===== config.mk =====
export PLATFORM = sky130hd
export DESIGN_NAME = remote_frame_sync_crc_decoder_unit
export DESIGN_NICKNAME = d
export VERILOG_FILES = /design/src/rtl/rfscd_pkg.sv /design/src/rtl/rfscd_ctrl.sv /design/src/rtl/rfscd_datapath.sv /design/src/rtl/remote_frame_sync_crc_decoder_unit.sv
export SDC_FILE = /design/constraint.sdc
export NUM_CORES = 1
export LEC_CHECK = 0
export ABC_CLOCK_PERIOD_IN_PS = 16530
export BUFFER_PORTS_ARGS = -buffer_cell sky130_fd_sc_hd__buf_2
export CAP_MARGIN = 20
export CORE_MARGIN = 2
export CORE_UTILIZATION = 60
export DETAILED_ROUTE_END_ITERATION = 8
export HOLD_SLACK_MARGIN = 0.02
export PLACE_DENSITY_LB_ADDON = 0.12
export SLEW_MARGIN = 20
export SYNTH_ARGS = -nofsm -noshare
export SYNTH_HDL_FRONTEND = slang
export SYNTH_SLANG_ARGS = --single-unit

===== constraint.sdc =====
create_clock -name clk -period 16.53 [get_ports clk]
set_input_delay 3.306 -clock clk [delete_from_list [all_inputs] [get_ports clk]]
set_output_delay 3.306 -clock clk [all_outputs]
set_load 0.05 [all_outputs]

===== src/rtl/rfscd_pkg.sv =====
`default_nettype none
package rfscd_pkg;

  localparam int unsigned FRAME_BYTES = 21;
  localparam int unsigned FILL_W      = 5;
  localparam int unsigned CRC_AT      = 19;
  localparam int unsigned CFG_IDX_W   = 2;
  localparam int unsigned CFG_DATA_W  = 16;

  localparam logic [7:0]  HDR0      = 8'hA9;
  localparam logic [7:0]  HDR1      = 8'h53;
  localparam logic [15:0] CRC_POLY  = 16'h8408;
  localparam logic [15:0] CRC_INIT  = 16'hFFFF;
  localparam logic [15:0] TICKS_MAX = 16'hFFFF;

  localparam logic [10:0] CENTER_RESET  = 11'd1024;
  localparam logic [15:0] TIMEOUT_RESET = 16'd100;

  localparam logic [CFG_IDX_W-1:0] REG_STICK_CENTER   = 2'd0;
  localparam logic [CFG_IDX_W-1:0] REG_ONLINE_TIMEOUT = 2'd1;

  localparam logic CMD_BYTE = 1'b0;
  localparam logic CMD_TICK = 1'b1;

  typedef struct packed {
    logic       cmd;
    logic [7:0] rx_byte;
  } in_t;

  typedef struct packed {
    logic               frame_done;
    logic               online;
    logic signed [11:0] stick_a;
    logic signed [11:0] stick_b;
    logic signed [11:0] stick_c;
    logic signed [11:0] stick_d;
    logic signed [11:0] dial_value;
    logic [8:0]         switch_bits;
    logic signed [15:0] mouse_dx;
    logic signed [15:0] mouse_dy;
    logic signed [15:0] mouse_wheel;
    logic [15:0]        key_bits;
  } out_t;

  typedef enum logic [2:0] {
    ST_IDLE,
    ST_SCAN,
    ST_CRC,
    ST_CHECK,
    ST_DONE
  } state_t;

  typedef struct packed {
    logic accept_byte;
    logic accept_tick;
    logic drop;
    logic crc_start;
    logic crc_step;
    logic decode;
    logic load_out;
  } dp_cmd_t;

  typedef struct packed {
    logic [FILL_W-1:0] fill;
    logic              hdr_ok;
    logic              crc_last;
    logic              crc_match;
  } dp_status_t;

endpackage
`default_nettype wire


===== src/rtl/rfscd_ctrl.sv =====
`default_nettype none
module rfscd_ctrl (
  input  wire logic                  clk,
  input  wire logic                  rst_n,
  input  wire logic                  in_valid,
  input  wire logic                  in_is_tick,
  output logic                       in_stall,
  input  wire logic                  out_stall,
  output logic                       out_valid,
  input  wire rfscd_pkg::dp_status_t st,
  output rfscd_pkg::dp_cmd_t         cmd
);

  rfscd_pkg::state_t state_r, state_nxt;
  logic out_valid_r, out_valid_nxt;
  logic accept;
  logic out_free;

  assign accept   = in_valid && (state_r == rfscd_pkg::ST_IDLE);
  assign out_free = !out_valid_r || !out_stall;

  always_comb begin
    state_nxt = state_r;
    unique case (state_r)
      rfscd_pkg::ST_IDLE: begin
        if (accept) begin
          state_nxt = (in_is_tick == rfscd_pkg::CMD_TICK) ? rfscd_pkg::ST_DONE
                                                          : rfscd_pkg::ST_SCAN;
        end
      end
      rfscd_pkg::ST_SCAN: begin
        priority if (st.fill < 2) begin
          state_nxt = rfscd_pkg::ST_DONE;
        end else if (!st.hdr_ok) begin
          state_nxt = rfscd_pkg::ST_SCAN;
        end else if (st.fill == rfscd_pkg::FILL_W'(rfscd_pkg::FRAME_BYTES)) begin
          state_nxt = rfscd_pkg::ST_CRC;
        end else begin
          state_nxt = rfscd_pkg::ST_DONE;
        end
      end
      rfscd_pkg::ST_CRC: begin
        if (st.crc_last) state_nxt = rfscd_pkg::ST_CHECK;
      end
      rfscd_pkg::ST_CHECK: begin
        state_nxt = st.crc_match ? rfscd_pkg::ST_DONE : rfscd_pkg::ST_SCAN;
      end
      rfscd_pkg::ST_DONE: begin
        if (out_free) state_nxt = rfscd_pkg::ST_IDLE;
      end
      default: state_nxt = rfscd_pkg::ST_IDLE;
    endcase
  end

  always_comb begin
    cmd      = '0;
    in_stall = 1'b1;
    unique case (state_r)
      rfscd_pkg::ST_IDLE: begin
        in_stall        = 1'b0;
        cmd.accept_byte = in_valid && (in_is_tick == rfscd_pkg::CMD_BYTE);
        cmd.accept_tick = in_valid && (in_is_tick == rfscd_pkg::CMD_TICK);
      end
      rfscd_pkg::ST_SCAN: begin
        if (st.fill >= 2) begin
          // drop the leading byte until the header lines up
          cmd.drop      = !st.hdr_ok;
          cmd.crc_start = st.hdr_ok &&
                          (st.fill == rfscd_pkg::FILL_W'(rfscd_pkg::FRAME_BYTES));
        end
      end
      rfscd_pkg::ST_CRC: begin
        cmd.crc_step = 1'b1;
      end
      rfscd_pkg::ST_CHECK: begin
        cmd.decode = st.crc_match;
        cmd.drop   = !st.crc_match;
      end
      rfscd_pkg::ST_DONE: begin
        cmd.load_out = out_free;
      end
      default: begin
        cmd = '0;
      end
    endcase
  end

  always_comb begin
    out_valid_nxt = out_valid_r;
    if (cmd.load_out) begin
      out_valid_nxt = 1'b1;
    end else if (!out_stall) begin
      out_valid_nxt = 1'b0;
    end
  end

  always_ff @(posedge clk) begin
    if (!rst_n) begin
      state_r     <= rfscd_pkg::ST_IDLE;
      out_valid_r <= 1'b0;
    end else begin
      state_r     <= state_nxt;
      out_valid_r <= out_valid_nxt;
    end
  end

  assign out_valid = out_valid_r;

endmodule
`default_nettype wire


===== src/rtl/rfscd_datapath.sv =====
`default_nettype none
module rfscd_datapath (
  input  wire logic                                 clk,
  input  wire logic                                 rst_n,
  input  wire rfscd_pkg::dp_cmd_t                   cmd,
  output rfscd_pkg::dp_status_t                     st,
  input  wire logic [7:0]                           in_byte,
  input  wire logic                                 cfg_we,
  input  wire logic [rfscd_pkg::CFG_IDX_W-1:0]      cfg_index,
  input  wire logic [rfscd_pkg::CFG_DATA_W-1:0]     cfg_data,
  output rfscd_pkg::out_t                           out_data
);

  localparam int unsigned NB = rfscd_pkg::FRAME_BYTES;

  logic [7:0] win_r [NB];
  logic [7:0] win_nxt [NB];
  logic [rfscd_pkg::FILL_W-1:0] fill_r, fill_nxt;
  logic [15:0] crc_r, crc_nxt;
  logic [rfscd_pkg::FILL_W-1:0] idx_r, idx_nxt;
  logic [10:0] center_r, center_nxt;
  logic [15:0] timeout_r, timeout_nxt;
  logic [15:0] ticks_r, ticks_nxt;
  logic seen_r, seen_nxt;
  logic done_r, done_nxt;
  rfscd_pkg::out_t hold_r, hold_nxt;
  rfscd_pkg::out_t out_r, out_nxt;
  logic [8*NB-1:0] frame;

  function automatic logic [15:0] crc_byte(input logic [15:0] c, input logic [7:0] d);
    logic [15:0] x;
    x = c ^ {8'h00, d};
    for (int b = 0; b < 8; b++) begin
      x = x[0] ? ((x >> 1) ^ rfscd_pkg::CRC_POLY) : (x >> 1);
    end
    return x;
  endfunction

  function automatic logic signed [11:0] centered(input logic [10:0] raw,
                                                  input logic [10:0] ctr);
    return $signed({1'b0, raw} - {1'b0, ctr});
  endfunction

  always_comb begin
    for (int i = 0; i < NB; i++) begin
      frame[8*i +: 8] = win_r[i];
    end
  end

  assign st.fill      = fill_r;
  assign st.hdr_ok    = (win_r[0] == rfscd_pkg::HDR0) && (win_r[1] == rfscd_pkg::HDR1);
  assign st.crc_last  = (idx_r == rfscd_pkg::FILL_W'(rfscd_pkg::CRC_AT - 1));
  assign st.crc_match = (crc_r == {win_r[rfscd_pkg::CRC_AT + 1], win_r[rfscd_pkg::CRC_AT]});

  // window and fill count
  always_comb begin
    win_nxt  = win_r;
    fill_nxt = fill_r;
    if (cmd.accept_byte) begin
      if (fill_r == rfscd_pkg::FILL_W'(NB)) begin
        for (int i = 0; i < NB - 1; i++) win_nxt[i] = win_r[i+1];
        win_nxt[NB-1] = in_byte;
      end else begin
        win_nxt[fill_r] = in_byte;
        fill_nxt        = fill_r + 1'b1;
      end
    end
    if (cmd.drop) begin
      for (int i = 0; i < NB - 1; i++) win_nxt[i] = win_r[i+1];
      fill_nxt = fill_r - 1'b1;
    end
    if (cmd.decode) begin
      fill_nxt = '0;
    end
  end

  // byte-serial CRC
  always_comb begin
    crc_nxt = crc_r;
    idx_nxt = idx_r;
    if (cmd.crc_start) begin
      crc_nxt = rfscd_pkg::CRC_INIT;
      idx_nxt = '0;
    end else if (cmd.crc_step) begin
      crc_nxt = crc_byte(crc_r, win_r[idx_r]);
      idx_nxt = idx_r + 1'b1;
    end
  end

  always_comb begin
    center_nxt  = center_r;
    timeout_nxt = timeout_r;
    if (cfg_we) begin
      if (cfg_index == rfscd_pkg::REG_STICK_CENTER) begin
        center_nxt = cfg_data[10:0];
      end else if (cfg_index == rfscd_pkg::REG_ONLINE_TIMEOUT) begin
        timeout_nxt = cfg_data;
      end
    end
  end

  always_comb begin
    ticks_nxt = ticks_r;
    seen_nxt  = seen_r;
    done_nxt  = done_r;
    hold_nxt  = hold_r;
    if (cmd.accept_byte || cmd.accept_tick) begin
      done_nxt = 1'b0;
    end
    if (cmd.accept_tick && (ticks_r != rfscd_pkg::TICKS_MAX)) begin
      ticks_nxt = ticks_r + 1'b1;
    end
    if (cmd.decode) begin
      ticks_nxt = '0;
      seen_nxt  = 1'b1;
      done_nxt  = 1'b1;
      hold_nxt.stick_a     = centered(frame[26:16], center_r);
      hold_nxt.stick_b     = centered(frame[37:27], center_r);
      hold_nxt.stick_c     = centered(frame[48:38], center_r);
      hold_nxt.stick_d     = centered(frame[59:49], center_r);
      hold_nxt.dial_value  = centered(frame[75:65], center_r);
      hold_nxt.switch_bits = {|frame[133:132], |frame[131:130], |frame[129:128],
                              frame[76], frame[64], frame[63], frame[62], frame[61:60]};
      hold_nxt.mouse_dx    = $signed(frame[95:80]);
      hold_nxt.mouse_dy    = $signed(frame[111:96]);
      hold_nxt.mouse_wheel = $signed(frame[127:112]);
      hold_nxt.key_bits    = frame[151:136];
    end
  end

  always_comb begin
    out_nxt = out_r;
    if (cmd.load_out) begin
      out_nxt            = hold_r;
      out_nxt.frame_done = done_r;
      out_nxt.online     = seen_r && (ticks_r < timeout_r);
    end
  end

  always_ff @(posedge clk) begin
    if (!rst_n) begin
      fill_r    <= '0;
      center_r  <= rfscd_pkg::CENTER_RESET;
      timeout_r <= rfscd_pkg::TIMEOUT_RESET;
      ticks_r   <= '0;
      seen_r    <= 1'b0;
      done_r    <= 1'b0;
      hold_r    <= '0;
    end else begin
      fill_r    <= fill_nxt;
      center_r  <= center_nxt;
      timeout_r <= timeout_nxt;
      ticks_r   <= ticks_nxt;
      seen_r    <= seen_nxt;
      done_r    <= done_nxt;
      hold_r    <= hold_nxt;
    end
  end

  always_ff @(posedge clk) begin
    win_r <= win_nxt;
    crc_r <= crc_nxt;
    idx_r <= idx_nxt;
    out_r <= out_nxt;
  end

  assign out_data = out_r;

endmodule
`default_nettype wire


===== src/rtl/remote_frame_sync_crc_decoder_unit.sv =====
`default_nettype none
// A tick goes from idle to the done state, which loads the output register once the
// output is free. A byte enters the header scan, which drops leading bytes (up to 20)
// until the header lines up; a full window then runs the byte-serial CRC (one window
// byte per cycle over 19 bytes) and its check; no new item is taken before idle.
// Reset (rst_n, synchronous, active low): empty window, no frame seen, held fields and
// tick count zero, registers at their defaults, no result pending.
module remote_frame_sync_crc_decoder_unit (
  input  wire logic                                clk,
  input  wire logic                                rst_n,
  input  wire logic                                in_valid,
  output logic                                     in_stall,
  input  wire rfscd_pkg::in_t                      in_data,
  output logic                                     out_valid,
  input  wire logic                                out_stall,
  output rfscd_pkg::out_t                          out_data,
  input  wire logic                                cfg_valid,
  output logic                                     cfg_ready,
  input  wire logic [rfscd_pkg::CFG_IDX_W-1:0]     cfg_index,
  input  wire logic [rfscd_pkg::CFG_DATA_W-1:0]    cfg_data
);

  rfscd_pkg::dp_cmd_t    cmd;
  rfscd_pkg::dp_status_t st;

  assign cfg_ready = 1'b1;

  rfscd_ctrl u_ctrl (
    .clk        (clk),
    .rst_n      (rst_n),
    .in_valid   (in_valid),
    .in_is_tick (in_data.cmd),
    .in_stall   (in_stall),
    .out_stall  (out_stall),
    .out_valid  (out_valid),
    .st         (st),
    .cmd        (cmd)
  );

  rfscd_datapath u_dp (
    .clk       (clk),
    .rst_n     (rst_n),
    .cmd       (cmd),
    .st        (st),
    .in_byte   (in_data.rx_byte),
    .cfg_we    (cfg_valid && cfg_ready),
    .cfg_index (cfg_index),
    .cfg_data  (cfg_data),
    .out_data  (out_data)
  );

`ifndef SYNTH
  a_busy_after_transfer: assert property (@(posedge clk) disable iff (!rst_n)
    (in_valid && !in_stall) |=> in_stall)
    else $error("input taken while previous item still in progress");

  a_decode_on_match: assert property (@(posedge clk) disable iff (!rst_n)
    cmd.decode |-> (st.crc_match && st.hdr_ok &&
                    st.fill == rfscd_pkg::FILL_W'(rfscd_pkg::FRAME_BYTES)))
    else $error("decode without a full, matching window");

  a_crc_start_full: assert property (@(posedge clk) disable iff (!rst_n)
    cmd.crc_start |-> (st.hdr_ok && st.fill == rfscd_pkg::FILL_W'(rfscd_pkg::FRAME_BYTES)))
    else $error("CRC started on a partial or misaligned window");

  a_load_needs_slot: assert property (@(posedge clk) disable iff (!rst_n)
    cmd.load_out |-> (!out_valid || !out_stall))
    else $error("result overwrote a pending output");
`endif

endmodule
`default_nettype wire

# Word-level counts from Yosys, hierarchy flattened
# Index checks and enable logic that the tools add are counted.
[classes]
muxes = 41
n_bitwise = 14
add_sub_neg = 9
magnitude_cmp = 6
eq_ne = 16
n_reduce_logical = 26
[ops]
columns = ["cell", "n"]
rows = [
  ["$mux 168", 2],
  ["$bwmux 168", 1],
  ["$mux 160", 1],
  ["$mux 16", 8],
  ["$sub 11x11->12", 5],
  ["$bmux 8 s5", 1],
  ["$demux 8 s5", 1],
  ["$mux 3", 8],
  ["$mux 8", 3],
  ["$not 2->3", 8],
  ["$add 16x1->16 const B", 1],
  ["$eq 16x16->1", 1],
  ["$lt 16x16->1", 1],
  ["$ne 16x16->1 const B", 1],
  ["$xor 16x8->16", 1],
  ["$mux 5", 3],
  ["$pmux 3 s5", 1],
  ["$ge 6x6->1 const B", 2],
  ["$not 5->6", 2],
  ["$add 5x1->5 const B", 2],
  ["$eq 5x5->1 const B", 2],
  ["$mux 1", 9],
  ["$eq 8x7->1 const B", 1],
  ["$eq 8x8->1 const B", 1],
  ["other kinds (22)", 46],
]
[totals]
register_bits = 511
wordCells = 165
out_inout_bits = 138
inputBits = 32

# Depth between registers and ports, before layout
[logic_depth]
ltp_word = 21
mapped_depth = 13
depth_no_buf = 12

# By module
# From an unflattened synthesis, not the netlist that was laid out.
[hier_totals]
cells_unflattened = 2198
area_unflattened_um2 = 23935.5
[modules_own_cells]
columns = ["mod", "area_per_inst_um2", "cells_per_inst", "seq_area_each_um2", "n_inst"]
rows = [
  ["rfscd_datapath", 23585.1, 2147, 13182.6, 1],
  ["rfscd_ctrl", 339.1, 49, 80.1, 1],
  ["remote_frame_sync_crc_decoder_unit", 11.3, 2, 0.0, 1],
]

# Worst setup path after synthesis
# OpenSTA, ideal clock, no wires.
[synth_path]
path_kind = "input to register"
from = "input port out_stall"
to = "register u_dp.out_r, in the netlist u_dp.out_data[0], enable pin"
path_slack_ns = 6.034
setup_time_ns = 0.674
path_buffers = 0
cell_stages = 1
arrival_time_ns = 9.822
t_required_ns = 15.856
path_cell_list = "a21oi_1"
[synth_via]
elab_chain_len = 3
[synth_rtl]
columns = ["item", "line_no", "source"]
rows = [
  ["start: declaration", "remote_frame_sync_crc_decoder_unit.sv:15", "input wire logic out_stall,"],
  ["$logic_not 1->1", "rfscd_ctrl.sv:20", "assign out_free = !out_valid_r || !out_stall;"],
  ["$logic_or 1x1->1", "rfscd_ctrl.sv:20", ""],
  ["$mux 1", "rfscd_ctrl.sv:58", "unique case (state_r)"],
  ["end signal: assignment", "rfscd_datapath.sv:164", "out_r <= out_nxt;"],
  ["end: declaration", "rfscd_datapath.sv:27", "rfscd_pkg::out_t out_r, out_nxt;"],
]
# Every way passes these cells.
# A chain may end at the register's enable or synchronous reset.

# Final worst setup path
[layout_path]
from = "input port in_valid"
to = "register u_dp.win_r, in the netlist u_dp.frame[85], enable pin"
[layout_via]
elab_chain_len = 3
[layout_rtl]
columns = ["item", "line_no", "source"]
rows = [
  ["start: declaration", "remote_frame_sync_crc_decoder_unit.sv:11", "input wire logic in_valid,"],
  ["$logic_and 1x1->1", "rfscd_ctrl.sv:61", "cmd.accept_byte = in_valid && (in_is_tick == rfscd_pkg::CMD_BYTE);"],
  ["$mux 2", "rfscd_ctrl.sv:58", ""],
  ["$reduce_bool 2->1 (no source line)", "n/a", ""],
  ["end signal: assignment", "rfscd_datapath.sv:161", "win_r <= win_nxt;"],
  ["end: declaration", "rfscd_datapath.sv:16", "logic [7:0] win_r [NB];"],
]
# Every way passes these cells.

==> flow_metrics.tcl <==
set metrics [dict create \
    status "finished clean" \
    drt_pass1_iterations 7 \
    netSwitchingFraction_pct 23.84 \
    synth_xor_xnor_area_share_pct 2.731 \
    num_io_pins 170 \
    initial_core_util_pct 60.95 \
    area_delta_synth_final_pct 11.49 \
    antenna_cells 0 \
    synth-seq-area-share_pct 54.52 \
    synth_edf_count 303 \
    p_leak_nw 9.540 \
    powerDensity_nw_per_um2 102.3 \
    clock-sinks 511 \
    netlist_instances 2437 \
    synth_flop_cell "edfxtp_1" \
    rsz0062_at_grt "false" \
    ys_ff_latch 511 \
    viasPerCell 6.242 \
    cts_buffer_depth 3 \
    drt_iter0_drc 1999 \
    final_common_cell "nand2_1" \
    clkPwrFrac_pct 43.7 \
    fin_skew_ns 0.02568 \
    ys_types 68 \
    coreArea_um2 39910 \
    die_h_um 205.4 \
    synth.top_cell.area_share_pct 37.40 \
    die_w_um 205.4 \
    clk_pin_slew_ns 0.06 \
    finalCritPeriodShare_pct 30.74 \
    synth.area.mux_share_pct 3.662 \
    antenna_found_initial 0 \
    postCtsSetupBuffers 0 \
    fmax_mhz 196.8 \
    layout-drive-gt1-share_pct 13.42 \
    netlist_area_um2 24330 \
    routedWlPerCell_um 22.02 \
    cp.required_ns 16.75 \
    grt_pass1_vias 18290 \
    start_kind "input pin" \
    layout_common_cells "nand2_1 (441), a21oi_1 (356), edfxtp_1 (303)" \
    setup_viol 0 \
    tritoncts "done" \
    relSlewSlack_pct 32.62 \
    fin_tns_setup_ns 0 \
    synth-simple-area-share_pct 17.70 \
    synth-compound-area-share_pct 12.75 \
    min_path_type "register to register" \
    yosys_warnings 0 \
    grt_max_degree 91 \
    syn_nets 2551 \
    cp-end-kind "register" \
    root_buffer "clkbuf_16" \
    layout.nets 2626 \
    cp.arrival_ns 5.30 \
    synth.avg_cell_area_um2 9.982 \
    timing.hold.ws_ns 0.4252 \
    synthArstFlopShare_pct 0 \
    synth_top_family_by_area "simple AND/OR/NAND/NOR gates" \
    vias 19230 \
    period_needed_ns 5.082 \
    portBuffers 168 \
    p_sw_mw 0.6616 \
    antenna_left 0 \
    maxCapViolCount 0 \
    worstSkewPairLatency_ns 0.60 \
    wl_um 67820 \
    p_seq_share_pct 49.4 \
    die_area_um2 42170 \
    synth_fa_ha_area_share_pct 4.403 \
    grt_usage_pct 32.31 \
    grt_pass1_wl_um 104000 \
    max-vdd-ir-drop_v 0.0001076 \
    h-tree-depth 2 \
    num_rows 73 \
    grt.overflow.total 0 \
    drc 0 \
    max_slew.worst_pin.slew_ns 1.011 \
    globalplace.congestion 0.9403 \
    crit_type "input pin to register" \
    drv_slew 0 \
    hold_viol 0 \
    cts_inserted_buffers 51 \
    crit_path_max_fanout 80 \
    nFillCells 3091 \
    synth_area_leaders "edfxtp_1 (37%), dfxtp_1 (17%), a21oi_1 (7.3%)" \
    synth.largest_area_cell "edfxtp_1" \
    comb_power_share_pct 6.9 \
    dp_hpwl_um 45970 \
    cts_hold_buf 0 \
    cts_resized 0 \
    p_int_mw 2.114 \
]
[path summary, 6_finish.rpt]
kind	from	to	slack [ns]	cells past startpoint
worst min-delay path	u_dp.hold_r[13]	u_dp.out_data[13]	0.43	0
worst max register to register	u_dp.frame[156]	u_dp.frame[4]	12.02	9
worst max-delay path	in_valid	u_dp.frame[85]	11.45	6
worst min register to register	u_dp.hold_r[13]	u_dp.out_data[13]	0.43	0
[sequential cells by signal, summed over array words and instances, names as in the netlist]
register	count
u_dp.hold_r	133
u_dp.ticks_r	16
u_dp.center_r	11
u_dp.crc_r	16
u_ctrl.out_valid	1
u_dp.frame	168
u_dp.out_data	135
u_dp.seen_r	1
u_dp.idx_r	5
u_dp.fill_r	5
u_dp.timeout_r	16
u_dp.done_r	1
u_ctrl.state_r	3
[synthesized netlist by cell type, drive strengths merged (18+ instances only)]
library cell / instances
xor2: 23
and3: 22
nand4: 85
o21ai: 58
dfxtp: 208
a21oi: 357
xnor2: 40
inv: 74
nor3b: 18
buf: 57
nor2b: 20
nor2: 115
clkbuf: 115
mux4: 24
nand2: 442
nor3: 23
edfxtp: 303
mux2i: 35
a22oi: 22
ha: 76
and2: 23
nand3: 111
[worst max-delay path: stages]
cell and delay [ns]:
buf_2 0.10, nand2_1 0.06, or2_2 0.34, and2_4 0.30, buf_4 0.42, a21oi_1 0.73
[final cells by class]
| cell class | instances | area (um2) | area share [%] |
|---|---|---|---|
| multi-input cells | 1679 | 10100 | 37.26 |
| repair buffers | 194 | 1036 | 3.820 |
| inverters | 75 | 284.0 | 1.047 |
| well taps | 525 | 656.9 | 2.422 |
| clock inverters | 30 | 341.6 | 1.259 |
| clock buffers | 66 | 1435 | 5.291 |
| flip-flops and latches | 511 | 13260 | 48.90 |
[layer usage]
metal | global-route usage (%) | vias up | share of wire, %
li1 | - | 8897 | -
met1 | 42.70 | 9151 | 40
met2 | 51.77 | 1001 | 46
met3 | 6.113 | 176 | 9.1
met4 | 15.13 | 0 | 4.6
met5 | 0 | - | 0
[per-stage QoR]
stage / setup WS (ns) / instances / util [%] / total power [mW] / area, um2
detailed placement: 10.90 / 2984 / 63.49 / 1.586 / 25340
global route: 11.31 / 3080 / 67.95 / 2.852 / 27120
CTS: 11.53 / 3080 / 67.94 / 2.787 / 27120
global placement: 10.97 / 2984 / 63.49 / 1.583 / 25340
finish: 11.45 / 3080 / 67.95 / 2.775 / 27120
floorplan: 6.034 / 2437 / - / 1.535 / 24330
[power by group through the flow]
stage          Sequential (mW)  Clock, mW  Combinational [mW]
2_1_floorplan             1.44          0              0.0933
3_3_place_gp              1.40          0               0.184
3_5_place_dp              1.40          0               0.187
4_1_cts                   1.37       1.23               0.188
5_1_grt                   1.37       1.28               0.204
6_report                  1.37       1.21               0.191
[kinds of logic (layout without fill, tap and decap cells)]
| logic type | Yosys count | count (layout) |
|---|---|---|
| AOI/OAI and AO/OA | 545 | 545 |
| xor gates and xnor gates | 66 | 66 |
| adders and majority gates | 82 | 82 |
| buffers and inverters | 247 | 365 |
| DFF | 511 | 511 |
| muxes | 59 | 59 |
| other | 1 | 1 |
| and+or+nand+nor | 926 | 926 |
Note: power is estimated with default switching activity, not from simulation.
